<file path="config.mk">
export PLATFORM = sky130hd
export DESIGN_NAME = selective_repeat_receiver_flat
export DESIGN_NICKNAME = d
export VERILOG_FILES = /design/src/rtl/core/srr_pkg.sv /design/src/rtl/core/srr_if.sv /design/src/rtl/core/srr_ctrl.sv /design/src/rtl/core/srr_dp.sv /design/src/rtl/core/selective_repeat_receiver.sv /design/src/flat_wrapper.sv
export SDC_FILE = /design/constraint.sdc
export NUM_CORES = 2
export LEC_CHECK = 0
export BUFFER_PORTS_ARGS = -buffer_cell sky130_fd_sc_hd__buf_2
export CORE_ASPECT_RATIO = 0.75
export CORE_MARGIN = 5
export CORE_UTILIZATION = 40
export DETAILED_ROUTE_END_ITERATION = 10
export PLACE_DENSITY = 0.55
export SYNTH_ARGS = -nofsm -noshare
export SYNTH_HDL_FRONTEND = slang
export SYNTH_SLANG_ARGS = --single-unit
</file>
<file path="constraint.sdc">
create_clock -name clk -period 22.9 [get_ports clk]
set_clock_uncertainty 0.05 [all_clocks]
set_input_delay 2.29 -clock clk [delete_from_list [all_inputs] [get_ports clk]]
set_output_delay 2.29 -clock clk [all_outputs]
set_load 0.005 [all_outputs]
</file>
<file path="src/rtl/core/srr_pkg.sv">
`default_nettype none

package srr_pkg;

  localparam int SEQ_W     = 31;
  localparam int CHK_W     = 32;
  localparam int WS_W      = 4;
  localparam int PAY_MAX   = 20;
  localparam int PAY_W     = PAY_MAX * 8;
  localparam int SUM_LANES = 4;
  localparam int SUM_STEPS = PAY_MAX / SUM_LANES;
  localparam int STEP_W    = 3;
  localparam int APB_DW    = 32;
  localparam int APB_AW    = 1;

  localparam logic [WS_W-1:0]   WS_RESET    = 4'd8;
  localparam logic [APB_AW-1:0] CFG_ADDR_WS = 1'b0;

  localparam logic KIND_ACK  = 1'b0;
  localparam logic KIND_DATA = 1'b1;

  typedef struct packed {
    logic [SEQ_W-1:0]        seq_number;
    logic [SEQ_W-1:0]        ack_number_in;
    logic signed [CHK_W-1:0] checksum_in;
    logic [63:0]             payload_lo;
    logic [63:0]             payload_mid;
    logic [31:0]             payload_hi;
  } srr_in_t;

  typedef struct packed {
    logic                    kind;
    logic [SEQ_W-1:0]        ack_out;
    logic signed [CHK_W-1:0] ack_checksum;
    logic [63:0]             deliver_lo;
    logic [63:0]             deliver_mid;
    logic [31:0]             deliver_hi;
    logic                    last;
  } srr_out_t;

  typedef struct packed {
    logic              load;
    logic              add;
    logic [STEP_W-1:0] step;
    logic              emit_ack;
    logic              emit_pkt;
    logic              emit_buf;
    logic              last;
  } srr_cmd_t;

  typedef struct packed {
    logic chk_ok;
    logic in_win;
    logic in_order;
    logic nxt_valid;
    logic out_free;
  } srr_sts_t;

  typedef enum logic [2:0] {
    ST_IDLE,
    ST_SUM,
    ST_ACK,
    ST_DELIV,
    ST_DRAIN
  } srr_state_t;

endpackage

`default_nettype wire

</file>
<file path="src/rtl/core/srr_if.sv">
`default_nettype none

interface srr_in_if;
  import srr_pkg::*;
  logic    valid;
  logic    ready;
  srr_in_t data;
  modport source (output valid, output data, input ready);
  modport sink (input valid, input data, output ready);
endinterface

interface srr_out_if;
  import srr_pkg::*;
  logic     valid;
  logic     ready;
  srr_out_t data;
  modport source (output valid, output data, input ready);
  modport sink (input valid, input data, output ready);
endinterface

`default_nettype wire

</file>
<file path="src/rtl/core/srr_ctrl.sv">
`default_nettype none

module srr_ctrl #(
  parameter int WINDOW = 8
) (
  input  wire logic             clk,
  input  wire logic             rst_n,
  input  wire logic             in_valid,
  output logic                  in_ready,
  input  wire srr_pkg::srr_sts_t sts,
  output srr_pkg::srr_cmd_t     cmd
);
  import srr_pkg::*;

  localparam int CW = (WINDOW > 1) ? $clog2(WINDOW) : 1;

  srr_state_t        state_r, state_nxt;
  logic [STEP_W-1:0] step_r, step_nxt;
  logic [CW-1:0]     chain_r, chain_nxt;
  logic              last_ack, last_deliv, last_drain;

  assign last_ack   = !(sts.in_win && sts.in_order);
  assign last_deliv = (WINDOW == 1) || !sts.nxt_valid;
  assign last_drain = (chain_r == CW'(WINDOW - 2)) || !sts.nxt_valid;

  always_comb begin
    state_nxt = state_r;
    step_nxt  = step_r;
    chain_nxt = chain_r;
    case (state_r)
      ST_IDLE: begin
        step_nxt = '0;
        if (in_valid) state_nxt = ST_SUM;
      end
      ST_SUM: begin
        step_nxt = step_r + 1'b1;
        if (step_r == STEP_W'(SUM_STEPS - 1)) state_nxt = ST_ACK;
      end
      ST_ACK: begin
        if (!sts.chk_ok) begin
          state_nxt = ST_IDLE;
        end else if (sts.out_free) begin
          state_nxt = last_ack ? ST_IDLE : ST_DELIV;
        end
      end
      ST_DELIV: begin
        chain_nxt = '0;
        if (sts.out_free) state_nxt = last_deliv ? ST_IDLE : ST_DRAIN;
      end
      ST_DRAIN: begin
        if (sts.out_free) begin
          chain_nxt = chain_r + 1'b1;
          if (last_drain) state_nxt = ST_IDLE;
        end
      end
      default: state_nxt = ST_IDLE;
    endcase
  end

  always_comb begin
    in_ready = 1'b0;
    cmd      = '0;
    cmd.step = step_r;
    case (state_r)
      ST_IDLE: begin
        in_ready = rst_n;
        cmd.load = in_valid && rst_n;
      end
      ST_SUM: cmd.add = 1'b1;
      ST_ACK: begin
        cmd.emit_ack = sts.chk_ok && sts.out_free;
        cmd.last     = last_ack;
      end
      ST_DELIV: begin
        cmd.emit_pkt = sts.out_free;
        cmd.last     = last_deliv;
      end
      ST_DRAIN: begin
        cmd.emit_buf = sts.out_free;
        cmd.last     = last_drain;
      end
      default: in_ready = 1'b0;
    endcase
  end

  always_ff @(posedge clk) begin
    if (!rst_n) begin
      state_r <= ST_IDLE;
      step_r  <= '0;
      chain_r <= '0;
    end else begin
      state_r <= state_nxt;
      step_r  <= step_nxt;
      chain_r <= chain_nxt;
    end
  end

endmodule

`default_nettype wire

</file>
<file path="src/rtl/core/srr_dp.sv">
`default_nettype none

module srr_dp #(
  parameter int WINDOW        = 8,
  parameter int PAYLOAD_BYTES = 20
) (
  input  wire logic                      clk,
  input  wire logic                      rst_n,
  input  wire srr_pkg::srr_in_t          in_data,
  input  wire logic [srr_pkg::WS_W-1:0]  window_size,
  input  wire srr_pkg::srr_cmd_t         cmd,
  output srr_pkg::srr_sts_t              sts,
  srr_out_if.source                      out_res
);
  import srr_pkg::*;

  localparam int AW    = (WINDOW > 1) ? $clog2(WINDOW) : 1;
  localparam int WIN_W = $clog2(WINDOW + 1);

  logic [SEQ_W-1:0] seq_r;
  logic [CHK_W-1:0] chk_r, sum_r, sum_add;
  logic [PAY_W-1:0] pay_r, pay_in, pay_m, rd_data_r;
  logic [PAY_W-1:0] mem [WINDOW];
  logic [SEQ_W-1:0] exp_r, exp_nxt, off;
  logic [AW-1:0]    slot_r, slot_nxt, st_slot;
  logic [AW:0]      slot_sum;
  logic [WIN_W-1:0] w_eff;
  logic [WINDOW-1:0] valid_r;
  logic [7:0]       byte_v;
  logic             store, advance;
  logic             out_valid_r;
  srr_out_t         out_data_r, out_data_nxt;

  assign pay_in = {in_data.payload_hi, in_data.payload_mid, in_data.payload_lo};

  always_comb begin
    pay_m = '0;
    for (int b = 0; b < PAY_MAX; b++) begin
      if (b < PAYLOAD_BYTES) pay_m[b*8 +: 8] = pay_in[b*8 +: 8];
    end
  end

  always_comb begin
    sum_add = sum_r;
    byte_v  = '0;
    for (int j = 0; j < SUM_LANES; j++) begin
      byte_v  = pay_r[{cmd.step, 2'(j), 3'b000} +: 8];
      sum_add = sum_add + {{(CHK_W - 8){byte_v[7]}}, byte_v};
    end
  end

  assign off   = seq_r - exp_r;
  assign w_eff = (int'(window_size) > WINDOW) ? WIN_W'(WINDOW) : WIN_W'(window_size);

  // seq ahead without wrap: offset from the expected slot; across wrap seq itself is small
  always_comb begin
    slot_sum = (AW + 1)'(slot_r) + (AW + 1)'(off[AW-1:0]);
    if (slot_sum >= (AW + 1)'(WINDOW)) slot_sum = slot_sum - (AW + 1)'(WINDOW);
    st_slot = (seq_r >= exp_r) ? slot_sum[AW-1:0] : seq_r[AW-1:0];
  end

  assign exp_nxt  = exp_r + 1'b1;
  assign slot_nxt = ((exp_nxt == '0) || (slot_r == AW'(WINDOW - 1))) ? '0 : slot_r + 1'b1;

  assign sts.chk_ok    = (sum_r == chk_r);
  assign sts.in_win    = (off < SEQ_W'(w_eff));
  assign sts.in_order  = (off == '0);
  assign sts.nxt_valid = valid_r[slot_nxt] && (slot_nxt != slot_r);
  assign sts.out_free  = !out_valid_r || out_res.ready;

  assign store   = cmd.emit_ack && sts.in_win && !sts.in_order;
  assign advance = cmd.emit_pkt || cmd.emit_buf;

  always_ff @(posedge clk) begin
    if (cmd.load) begin
      seq_r <= in_data.seq_number;
      chk_r <= in_data.checksum_in;
      pay_r <= pay_m;
      sum_r <= CHK_W'(in_data.seq_number) + CHK_W'(in_data.ack_number_in);
    end else if (cmd.add) begin
      sum_r <= sum_add;
    end
  end

  always_ff @(posedge clk) begin
    if (store) mem[st_slot] <= pay_r;
    if (advance) rd_data_r <= mem[slot_nxt];
  end

  always_ff @(posedge clk) begin
    if (!rst_n) begin
      exp_r   <= '0;
      slot_r  <= '0;
      valid_r <= '0;
    end else begin
      if (store) valid_r[st_slot] <= 1'b1;
      if (advance) begin
        valid_r[slot_r] <= 1'b0;
        exp_r           <= exp_nxt;
        slot_r          <= slot_nxt;
      end
    end
  end

  always_ff @(posedge clk) begin
    if (!rst_n) begin
      out_valid_r <= 1'b0;
    end else if (cmd.emit_ack || advance) begin
      out_valid_r <= 1'b1;
    end else if (out_res.ready) begin
      out_valid_r <= 1'b0;
    end
  end

  always_comb begin
    out_data_nxt = out_data_r;
    if (cmd.emit_ack) begin
      out_data_nxt              = '0;
      out_data_nxt.kind         = KIND_ACK;
      out_data_nxt.ack_out      = seq_r;
      out_data_nxt.ack_checksum = $signed(CHK_W'(seq_r));
      out_data_nxt.last         = cmd.last;
    end else if (advance) begin
      out_data_nxt      = '0;
      out_data_nxt.kind = KIND_DATA;
      out_data_nxt.last = cmd.last;
      {out_data_nxt.deliver_hi, out_data_nxt.deliver_mid, out_data_nxt.deliver_lo} =
        cmd.emit_pkt ? pay_r : rd_data_r;
    end
  end

  always_ff @(posedge clk) begin
    out_data_r <= out_data_nxt;
  end

  assign out_res.valid = out_valid_r;
  assign out_res.data  = out_data_r;

`ifndef NO_ASSERTIONS
  a_ack_chk: assert property (@(posedge clk) disable iff (!rst_n)
    (out_valid_r && out_data_r.kind == KIND_ACK) |->
      (out_data_r.ack_checksum == $signed(CHK_W'(out_data_r.ack_out))))
    else $error("ACK checksum differs from ACK number");

  a_data_zero: assert property (@(posedge clk) disable iff (!rst_n)
    (out_valid_r && out_data_r.kind == KIND_DATA) |->
      (out_data_r.ack_out == '0 && out_data_r.ack_checksum == '0))
    else $error("delivery carries ACK fields");

  a_exp_step: assert property (@(posedge clk) disable iff (!rst_n)
    advance |=> (exp_r == $past(exp_r) + 1'b1))
    else $error("expected sequence skipped");

  a_slot_range: assert property (@(posedge clk) disable iff (!rst_n)
    int'(slot_r) < WINDOW)
    else $error("expected slot out of range");
`endif

endmodule

`default_nettype wire

</file>
<file path="src/rtl/core/selective_repeat_receiver.sv">
`default_nettype none

// Channel  Dir  Handshake      Payload
// in_pkt   in   valid/ready    srr_in_t: seq, ack, checksum, 20-byte payload
// out_res  out  valid/ready    srr_out_t: ACK or delivered payload, last flag
// cfg_*    in   APB, pready=1  window_size at byte address 0
//
// One packet at a time: accept, then the checksum at 4 bytes per cycle,
// then the results in order (ACK, then up to WINDOW deliveries), each held while out_res stalls;
// a packet that fails its checksum is dropped with no result.
// Buffered deliveries come from the reorder memory, one registered read per result.
// Output is registered; a stalled out_res holds the block in its current result.
// Synchronous active-low reset clears the window state and valid marks at once.

module selective_repeat_receiver #(
  parameter int WINDOW        = 8,
  parameter int PAYLOAD_BYTES = 20
) (
  input  wire logic                          clk,
  input  wire logic                          rst_n,
  srr_in_if.sink                             in_pkt,
  srr_out_if.source                          out_res,
  input  wire logic                          cfg_psel,
  input  wire logic                          cfg_penable,
  input  wire logic                          cfg_pwrite,
  input  wire logic [srr_pkg::APB_AW-1:0]    cfg_paddr,
  input  wire logic [srr_pkg::APB_DW-1:0]    cfg_pwdata,
  output logic      [srr_pkg::APB_DW-1:0]    cfg_prdata,
  output logic                               cfg_pready
);
  import srr_pkg::*;

  logic [WS_W-1:0] window_size_r;
  srr_cmd_t        cmd;
  srr_sts_t        sts;
  logic            cfg_wr;

  assign cfg_pready = 1'b1;
  assign cfg_wr     = cfg_psel && cfg_penable && cfg_pwrite && cfg_pready;
  assign cfg_prdata = (cfg_paddr == CFG_ADDR_WS) ? APB_DW'(window_size_r) : '0;

  always_ff @(posedge clk) begin
    if (!rst_n) begin
      window_size_r <= WS_RESET;
    end else if (cfg_wr && cfg_paddr == CFG_ADDR_WS) begin
      window_size_r <= cfg_pwdata[WS_W-1:0];
    end
  end

  srr_ctrl #(
    .WINDOW (WINDOW)
  ) u_ctrl (
    .clk      (clk),
    .rst_n    (rst_n),
    .in_valid (in_pkt.valid),
    .in_ready (in_pkt.ready),
    .sts      (sts),
    .cmd      (cmd)
  );

  srr_dp #(
    .WINDOW        (WINDOW),
    .PAYLOAD_BYTES (PAYLOAD_BYTES)
  ) u_dp (
    .clk         (clk),
    .rst_n       (rst_n),
    .in_data     (in_pkt.data),
    .window_size (window_size_r),
    .cmd         (cmd),
    .sts         (sts),
    .out_res     (out_res)
  );

endmodule

`default_nettype wire

</file>
<file path="src/flat_wrapper.sv">
// flat-port wrapper written by rule: the top's interface ports become plain ports
module selective_repeat_receiver_flat import srr_pkg::*;
#(
  parameter int WINDOW        = 8,
  parameter int PAYLOAD_BYTES = 20
)
  (clk, rst_n, cfg_psel, cfg_penable, cfg_pwrite, cfg_paddr, cfg_pwdata, cfg_prdata, cfg_pready, in_pkt_valid, in_pkt_data, in_pkt_ready, out_res_valid, out_res_data, out_res_ready);
  srr_in_if in_pkt_i ();
  srr_out_if out_res_i ();
  input  wire logic clk;
  input  wire logic rst_n;
  input  wire logic cfg_psel;
  input  wire logic cfg_penable;
  input  wire logic cfg_pwrite;
  input  wire logic [srr_pkg::APB_AW-1:0] cfg_paddr;
  input  wire logic [srr_pkg::APB_DW-1:0] cfg_pwdata;
  output logic      [srr_pkg::APB_DW-1:0] cfg_prdata;
  output logic cfg_pready;
  input wire logic [$bits(in_pkt_i.valid)-1:0] in_pkt_valid;
  input wire logic [$bits(in_pkt_i.data)-1:0] in_pkt_data;
  output wire logic [$bits(in_pkt_i.ready)-1:0] in_pkt_ready;
  output wire logic [$bits(out_res_i.valid)-1:0] out_res_valid;
  output wire logic [$bits(out_res_i.data)-1:0] out_res_data;
  input wire logic [$bits(out_res_i.ready)-1:0] out_res_ready;
  assign in_pkt_i.valid = in_pkt_valid;
  assign in_pkt_i.data = in_pkt_data;
  assign in_pkt_ready = in_pkt_i.ready;
  assign out_res_valid = out_res_i.valid;
  assign out_res_data = out_res_i.data;
  assign out_res_i.ready = out_res_ready;
  selective_repeat_receiver #(.WINDOW(WINDOW), .PAYLOAD_BYTES(PAYLOAD_BYTES)) u_core (.clk(clk), .rst_n(rst_n), .in_pkt(in_pkt_i), .out_res(out_res_i), .cfg_psel(cfg_psel), .cfg_penable(cfg_penable), .cfg_pwrite(cfg_pwrite), .cfg_paddr(cfg_paddr), .cfg_pwdata(cfg_pwdata), .cfg_prdata(cfg_prdata), .cfg_pready(cfg_pready));
endmodule
</file>
* Yosys cells after proc, flatten, opt, wreduce, memory -nomap -nowiden
Memory sizes are Yosys's and may differ from the RTL's. A register that Yosys moved wholly into a read port is not among the register bits.
Cells that the tools add are included.
** Storage, ports and cells
- Bits in registers :: 535
- RAM bits :: 1280
- Bits of input ports :: 294
- Memories kept :: 1
** Cells by class
- Add/subtract/negate cells :: 12
- $lt $le $gt $ge :: 9
- Eq/ne operators :: 15
- Shift-type cells :: 4
- Mux-type cells :: 43
- Bitwise logic cells :: 4
- Reduce and logical (&&, ||, !) cells :: 30
** Memory list
- u_core.u_dp.mem :: words 8, bits a word 160, rd ports 1, clocked after Yosys merged registers in 1, wr ports 1, line srr_dp.sv:23 : logic [PAY_W-1:0] mem [WINDOW];
** Operators by type and width (number)
- $shiftx A160 B9 Y8 :: 4
- $mux W224 :: 2
- $mux W160 :: 1
- $add A32 B32 Y32 :: 4
- $mux W32 :: 2
- $logic_not A31 Y1 :: 2
- $mux W3 :: 12
- $add A31 B31 Y32 :: 1
- $eq A32 B32 Y1 :: 1
- $add A31 B1 Y31 const B :: 1
- $ge A31 B31 Y1 :: 1
- $lt A31 B4 Y1 :: 1
- $sub A31 B31 Y31 :: 1
- $mux W8 :: 3
- $pmux W3 S5 :: 1
- $mux W1 :: 13
- $eq A3 B3 Y1 const B :: 4
- $lt A3 B4 Y1 const B :: 3
- $pmux W3 S2 :: 2
- $logic_and A1 B1 Y1 :: 11
- $ne A2 B2 Y1 const B :: 5
- $reduce_bool A2 Y1 :: 5
- $add A3 B1 Y3 const B :: 3
- $and A8 B8 Y8 :: 1
- 22 further kinds :: 33

* Logic depth before layout (Yosys ltp)
- Depth after elaboration :: 14
- Gate-level depth with buffers :: 24

* Modules after synthesis
Synthesis repeated with hierarchy kept, for this count alone.
** Second synthesis, totals
- Cells, all modules :: 6129
- Area, all modules :: 82735.6 um2
** Modules (own cells, without submodules)
- srr_dp :: times used 1, cells each 6001, area each 81687.1 um2, sequential area each 55943.7 um2
- srr_ctrl :: times used 1, cells each 75, area each 616.8 um2, sequential area each 180.2 um2
- selective_repeat_receiver :: times used 1, cells each 53, area each 431.7 um2, sequential area each 80.1 um2

* Worst setup path before layout
OpenSTA, ideal clock, no wires.
- Kind :: register -> register
- From :: register u_core.u_dp.seq_r[0]
- To :: register u_core.u_dp.valid_r[0]
- Library setup time :: 131 ps
- Arrival time :: 20132 ps
- Required time :: 22719 ps
- Path slack :: 2587 ps
- Stages on the path, launching flop included :: 16
- Buffers on the path :: 1
- Period minus slack after synthesis :: 20313 ps
- Cell sequence :: edfxtp_1 inv_1 ha_1 inv_1 fa_1 a21oi_1 o211ai_1 or4_1 a31o_2 a2111oi_2 nand3_1 a2111oi_2 nand4_1 buf_2 nor4_1 o221a_1
** Between the ends
- Word-level cells in the longest chain between the ends :: 14
** RTL lines
- start, declared :: line srr_dp.sv:20 : logic [SEQ_W-1:0] seq_r;
- start signal, assigned :: line srr_dp.sv:76 : seq_r <= in_data.seq_number;
- $sub A31 B31 Y31 :: line srr_dp.sv:52 : assign off = seq_r - exp_r;
- $add A3 B3 Y4 :: line srr_dp.sv:57 : slot_sum = (AW + 1)'(slot_r) + (AW + 1)'(off[AW-1:0]);
- $ge A4 B4 Y1 / $sub A3 B1 Y3 (equally long branches) :: line srr_dp.sv:58 : if (slot_sum >= (AW + 1)'(WINDOW)) slot_sum = slot_sum - (AW + 1)'(WINDOW);
- $mux W3 :: line srr_dp.sv:58
- $mux W3 :: line srr_dp.sv:59 : st_slot = (seq_r >= exp_r) ? slot_sum[AW-1:0] : seq_r[AW-1:0];
- $lt A3 B4 Y1 (implied by the code) / $ge A3 B1 Y1 (equally long branches) :: line srr_dp.sv:96 : if (store) valid_r[st_slot] <= 1'b1;
- $logic_and A1 B1 Y1 (implied by the code) :: line srr_dp.sv:96
- $mux W1 (implied by the code) :: line srr_dp.sv:96
- $demux W1 S3 :: line srr_dp.sv:96
- $or A8 B8 Y8 (no line)
- $mux W8 (*) :: line srr_dp.sv:96
- $mux W8 (*) :: line srr_dp.sv:91 : if (!rst_n) begin
- $and A8 B8 Y8 (no line)
- $mux W8 (*) :: line srr_dp.sv:97 : if (advance) begin
- end signal, assigned :: line srr_dp.sv:94 : valid_r <= '0;
- end signal, assigned by index :: line srr_dp.sv:96
- end signal, assigned by index :: line srr_dp.sv:98 : valid_r[slot_r] <= 1'b0;
- end, declared :: line srr_dp.sv:28 : logic [WINDOW-1:0] valid_r;
Every way passes the cells marked *; elsewhere a longest branch is shown, timed or not. The select of a mux whose other input is x is not followed.
A chain may end at the register's enable or synchronous reset.

* Worst setup path in the final report
- From :: register u_core.u_dp.seq_r[0]
- To :: memory u_core.u_dp.mem[0][131] in the netlist's numbering (enable)
** Between the ends
- Word-level cells in the longest chain between the ends :: 6
** RTL lines
- $sub A31 B31 Y31 :: line srr_dp.sv:52
- $lt A31 B4 Y1 / $logic_not A31 Y1 (equally long branches) :: line srr_dp.sv:66, srr_dp.sv:67
- $logic_and A1 B1 Y1 / $logic_not A1 Y1 (equally long branches) :: line srr_dp.sv:71 : assign store = cmd.emit_ack && sts.in_win && !sts.in_order;
- $logic_and A1 B1 Y1 :: line srr_dp.sv:71
- $mux W1 :: line srr_dp.sv:86 : if (store) mem[st_slot] <= pay_r;
- $mux W1 (implied by the code) :: line srr_dp.sv:86
- end, declared :: line srr_dp.sv:23
Several ways; a longest one is shown, not always the timed one.

==> impl_results.md <==
- # setup viols final: 0
- I/O pin count: 554
- CP endpoint kind: flop
- Net count, final: 6,535
- GRT Total Usage: 22.1%
- 1st-iter DRT viols: 5,041
- Synthesis-stage register bit count: 1,944
- WL/cell: 27.2 um
- Postcts setup bufs: 0
- Final Slew Violations: 0
- Reg-to-reg setup timing slack: 14.93 ns
- Vias per std cell: 5.68
- Simple-Gate Fraction of Synth Area: 6.70%
- Die width: 529 um
- Peak VDD IR: 0.118 mV
- Reg-to-reg endpoint: u_core.u_dp.mem[0][131]$_DFFE_PP_
- Drt pass-1 iters: 6
- Largest net degree at the start of global routing: 193
- Layout cells sized above 1: 14.6%
- Num CTS Buffers: 198
- CP max stage delay: 0.79 ns
- Synth unique cells: 84
- Dpl hpwl: 147 mm
- Area share of fa/ha/maj cells after synthesis: 3.97%
- Synth-to-Final Area Change: 13.7%
- Fin. Hold Viols: 0
- Worst path bufs/invs: 5
- Placed inst area: 85,800 um2
- Status: finished, final reports clean
- Setup TNS: 0 ns
- Initial Util: 40.1%
- Setup CP Type: reg -> reg
- PwrDens: 111 nW/um2
- Number of antenna violations at the first check in global routing: 21
- Mapped Avg Cell Area: 14.3 um2
- Reg2Reg Depth: 18
- Leak: 0.0312 uW
- Startpoint types: flop
- CTS Root Cell: clkbuf_16
- Vias: 50.5k
- Cells on Worst Hold Path: 2
- Mapped Cells: 5,656
- Later-pin clock latency in the skew report: 0.85 ns
- R2r startpoint: u_core.u_dp.seq_r[0]$_DFFE_PP_
- Slew @ Worst Pin: 1.19 ns
- Post-route DRC violation count: 0
- Slowest cell on crit path: buf_4
- # port buffers: 495
- H-tree Lvls: 4
- Xor/xnor share of the synthesized area: 1.41%
- Worst Path Arrival: 8.34 ns
- Max transition margin: 20.8%
- Fmax: 0.125 GHz
- Vias in the first global route: 48.5k
- Ys flop type: edfxtp_1
- Post-synth ARST share: 0%
- Clock sinks: 1,944
- Largest family of logic cells by synthesized area: compound AO/OA/AOI/OAI gates
- Worst-path cell chain: inv_1, ha_1, inv_1, fa_1, xor2_1, ha_1, nand3_1, a31oi_1, a2111oi_0, o2111ai_1, nor4_1, o2111ai_1, a211oi_1, nand4_1, nor4_2, buf_4, buf_4, buf_4
- Filler cells: 17.9k
- CTS-repair resized insts: 0
- Final antenna-violating net count: 0
- Die ar.: 211,000 um2
- Routability Congestion: 0.875
- Hold buffers post-CTS: 0
- Compound-cell area share of the yosys netlist: 13.8%
- RSZ-0062 raised after global routing: false
- Crit path top cell by count: buf_4
- First-pass GRT wire length: 344 mm
- Clk slew on worst S/H paths: 0.07 ns
- WHS Endpoint: u_core.u_dp.out_res.data[18]$_SDFFE_PP0N_
- Hold path start: u_core.u_dp.out_res.data[18]$_SDFFE_PP0N_
- Die height: 400 um
- DRT Wirelength: 241 mm
- CP max FO: 48
- CTS Buffer Depth: 4
- Warnings, synthesis: 0
- Sequential area share after synthesis: 69.5%
- Synthesized area: 80,900 um2
- CP required: 23.27 ns
- Total of max-cap violations: 0
- Critical path's top delay family: buffers and inverters
- Total grt overflow: 0
- CTS tree: yes
- Final min period: 7.97 ns
- Crit share post-route: 34.8%
- Post-synth EDFFs: 1,727
- Site Rows: 143
- HP Class: reg -> reg
- Core area: 202,000 um2
- Total Power: 10,200 uW
- Design Area, Final: 92,000 um2
- Mux cell area share after synthesis: 1.16%
## worst reg2reg max path, delay by kind of cell, from the launching register on
family / cells / cell delay, ns
xor+xnor: 1 / 0.37
buf+inv: 5 / 2.44
simple gates: 4 / 1.76
flops: 1 / 0.42
compound gates: 5 / 1.54
fa+ha+maj: 3 / 0.99
## synth_stat cells, types with 6 or more instances
library cell / count / share of area [%]
edfxtp_1: 1727 / 64
or2_2: 7 / 0.054
or3_1: 16 / 0.12
fa_1: 95 / 2.4
nor2_1: 144 / 0.67
a211o_1: 6 / 0.065
buf_2: 62 / 0.38
a21o_1: 35 / 0.32
buf_4: 67 / 0.62
and2_1: 43 / 0.33
nand2b_1: 14 / 0.11
nor3_1: 39 / 0.24
a211oi_1: 330 / 3.1
and3_1: 14 / 0.11
o21bai_1: 14 / 0.13
o221a_1: 7 / 0.097
xor2_1: 39 / 0.42
nand2_1: 302 / 1.4
nor4_1: 26 / 0.20
a31oi_1: 18 / 0.14
o22ai_1: 177 / 1.4
o21ai_0: 252 / 1.6
nand4_1: 27 / 0.21
clkbuf_1: 277 / 1.3
o2111ai_1: 7 / 0.076
mux2i_1: 86 / 1.1
xnor2_1: 91 / 0.98
or4_1: 6 / 0.056
nor3b_1: 8 / 0.074
inv_1: 259 / 1.2
a21oi_1: 133 / 0.82
nand3_1: 52 / 0.32
o211ai_1: 15 / 0.14
ha_1: 105 / 1.6
a221oi_1: 7 / 0.076
o221ai_1: 322 / 3.5
mux2_2: 7 / 0.097
a22oi_1: 162 / 1.5
o21a_1: 14 / 0.13
nor2b_1: 333 / 2.6
dfxtp_1: 217 / 5.4
## worst max-delay path by stage
stage,endpoint,startpoint,cells past startpoint,slack [ns]
after floorplan,u_core.u_dp.valid_r[0]$_SDFF_PN0_,u_core.u_dp.seq_r[0]$_DFFE_PP_,15,2.59
after global placement,u_core.u_dp.mem[0][149]$_DFFE_PP_,u_core.u_dp.seq_r[0]$_DFFE_PP_,18,15.09
after detailed placement,u_core.u_dp.mem[0][149]$_DFFE_PP_,u_core.u_dp.seq_r[0]$_DFFE_PP_,18,15.05
after CTS,u_core.u_dp.mem[0][123]$_DFFE_PP_,u_core.u_dp.seq_r[0]$_DFFE_PP_,18,15.01
after global routing,u_core.u_dp.mem[0][1]$_DFFE_PP_,u_core.u_dp.seq_r[0]$_DFFE_PP_,18,14.40
final,u_core.u_dp.mem[0][131]$_DFFE_PP_,u_core.u_dp.seq_r[0]$_DFFE_PP_,18,14.93
## final cells by class
cell class | instances | area (um2) | share of cell area, %
clock inverters | 79 | 631 | 0.685
flip-flops and latches | 1944 | 56200 | 61.1
inverters | 263 | 1000 | 1.09
repair buffers | 568 | 3160 | 3.44
diodes | 8 | 20.0 | 0.0218
clock buffers | 280 | 5550 | 6.03
multi-input cells | 3066 | 22100 | 24.0
well taps | 2682 | 3360 | 3.65
## registers in the layout, indices dropped and copies added (netlist names), 4 cells and up
register	flops
u_core.u_dp.chk_r	32
u_core.u_dp.exp_r	31
u_core.u_dp.mem	1280
u_core.u_dp.out_res.data	193
u_core.u_dp.pay_r	160
u_core.u_dp.rd_data_r	160
u_core.u_dp.seq_r	31
u_core.u_dp.sum_r	32
u_core.u_dp.valid_r	8
u_core.window_size_r	4
## per-layer routing
| layer | wire [um] | track usage (%) | vias up |
|---|---|---|---|
| met3 | 17200 | 3.70 | 362 |
| li1 | - | - | 22600 |
| met1 | 108000 | 32.4 | 25600 |
| met2 | 107000 | 33.3 | 1874 |
| met5 | 55 | 0 | - |
| met4 | 8910 | 7.64 | 8 |
## power breakdown
part           total (uW)  switching (uW)  internal (uW)  leakage [uW]
Sequential           4400             229           4180        0.0174
Clock                3130            1360           1770       0.00303
Combinational        2640            1560           1080        0.0107
Total               10200            3160           7020        0.0312
## cell families after synthesis
kind of cell | count (synthesis)
DFF | 1944
buffers and inverters | 674
adders and majority gates | 200
AOI/OAI and AO/OA | 1562
other | 2
xor gates and xnor gates | 130
muxes | 93
and+or+nand+nor | 1051
## metrics by stage
step | cells | util (%) | setup WS, ns | hold WS, ns
6_report | 8890 | 45.6 | 14.93 | 0.397
3_3_place_gp | 8523 | 42.5 | 15.09 | 0.383
5_1_grt | 8884 | 45.6 | 14.40 | 0.416
4_1_cts | 8882 | 45.6 | 15.01 | 0.403
3_5_place_dp | 8523 | 42.5 | 15.05 | 0.388
2_1_floorplan | 5684 | - | 2.59 | 0.399
## cell usage in the layout (no fill, tap or decap), types with 16 or more instances in the layout
cell type and instances:
a211oi_1 330, xnor2_1 91, nor3_1 39, or3_1 16, clkbuf_16 201, nand3_1 52
o21ai_0 251, dfxtp_1 215, edfxtp_1 1727, and2_1 40, xor2_1 39, a31oi_1 18
inv_1 259, fa_1 95, buf_4 62, nand4_1 27, clkinv_2 32, o221ai_1 322
clkinv_1 24, buf_2 495, a21o_1 35, conb_1 30, nor2_1 141, a21oi_1 131
mux2i_1 86, clkbuf_8 22, a22oi_1 162, nor4_1 19, nand2_1 301, nor2b_1 332
o22ai_1 177, clkbuf_1 57, ha_1 105
No activity file was read; power rests on OpenSTA's default activity.
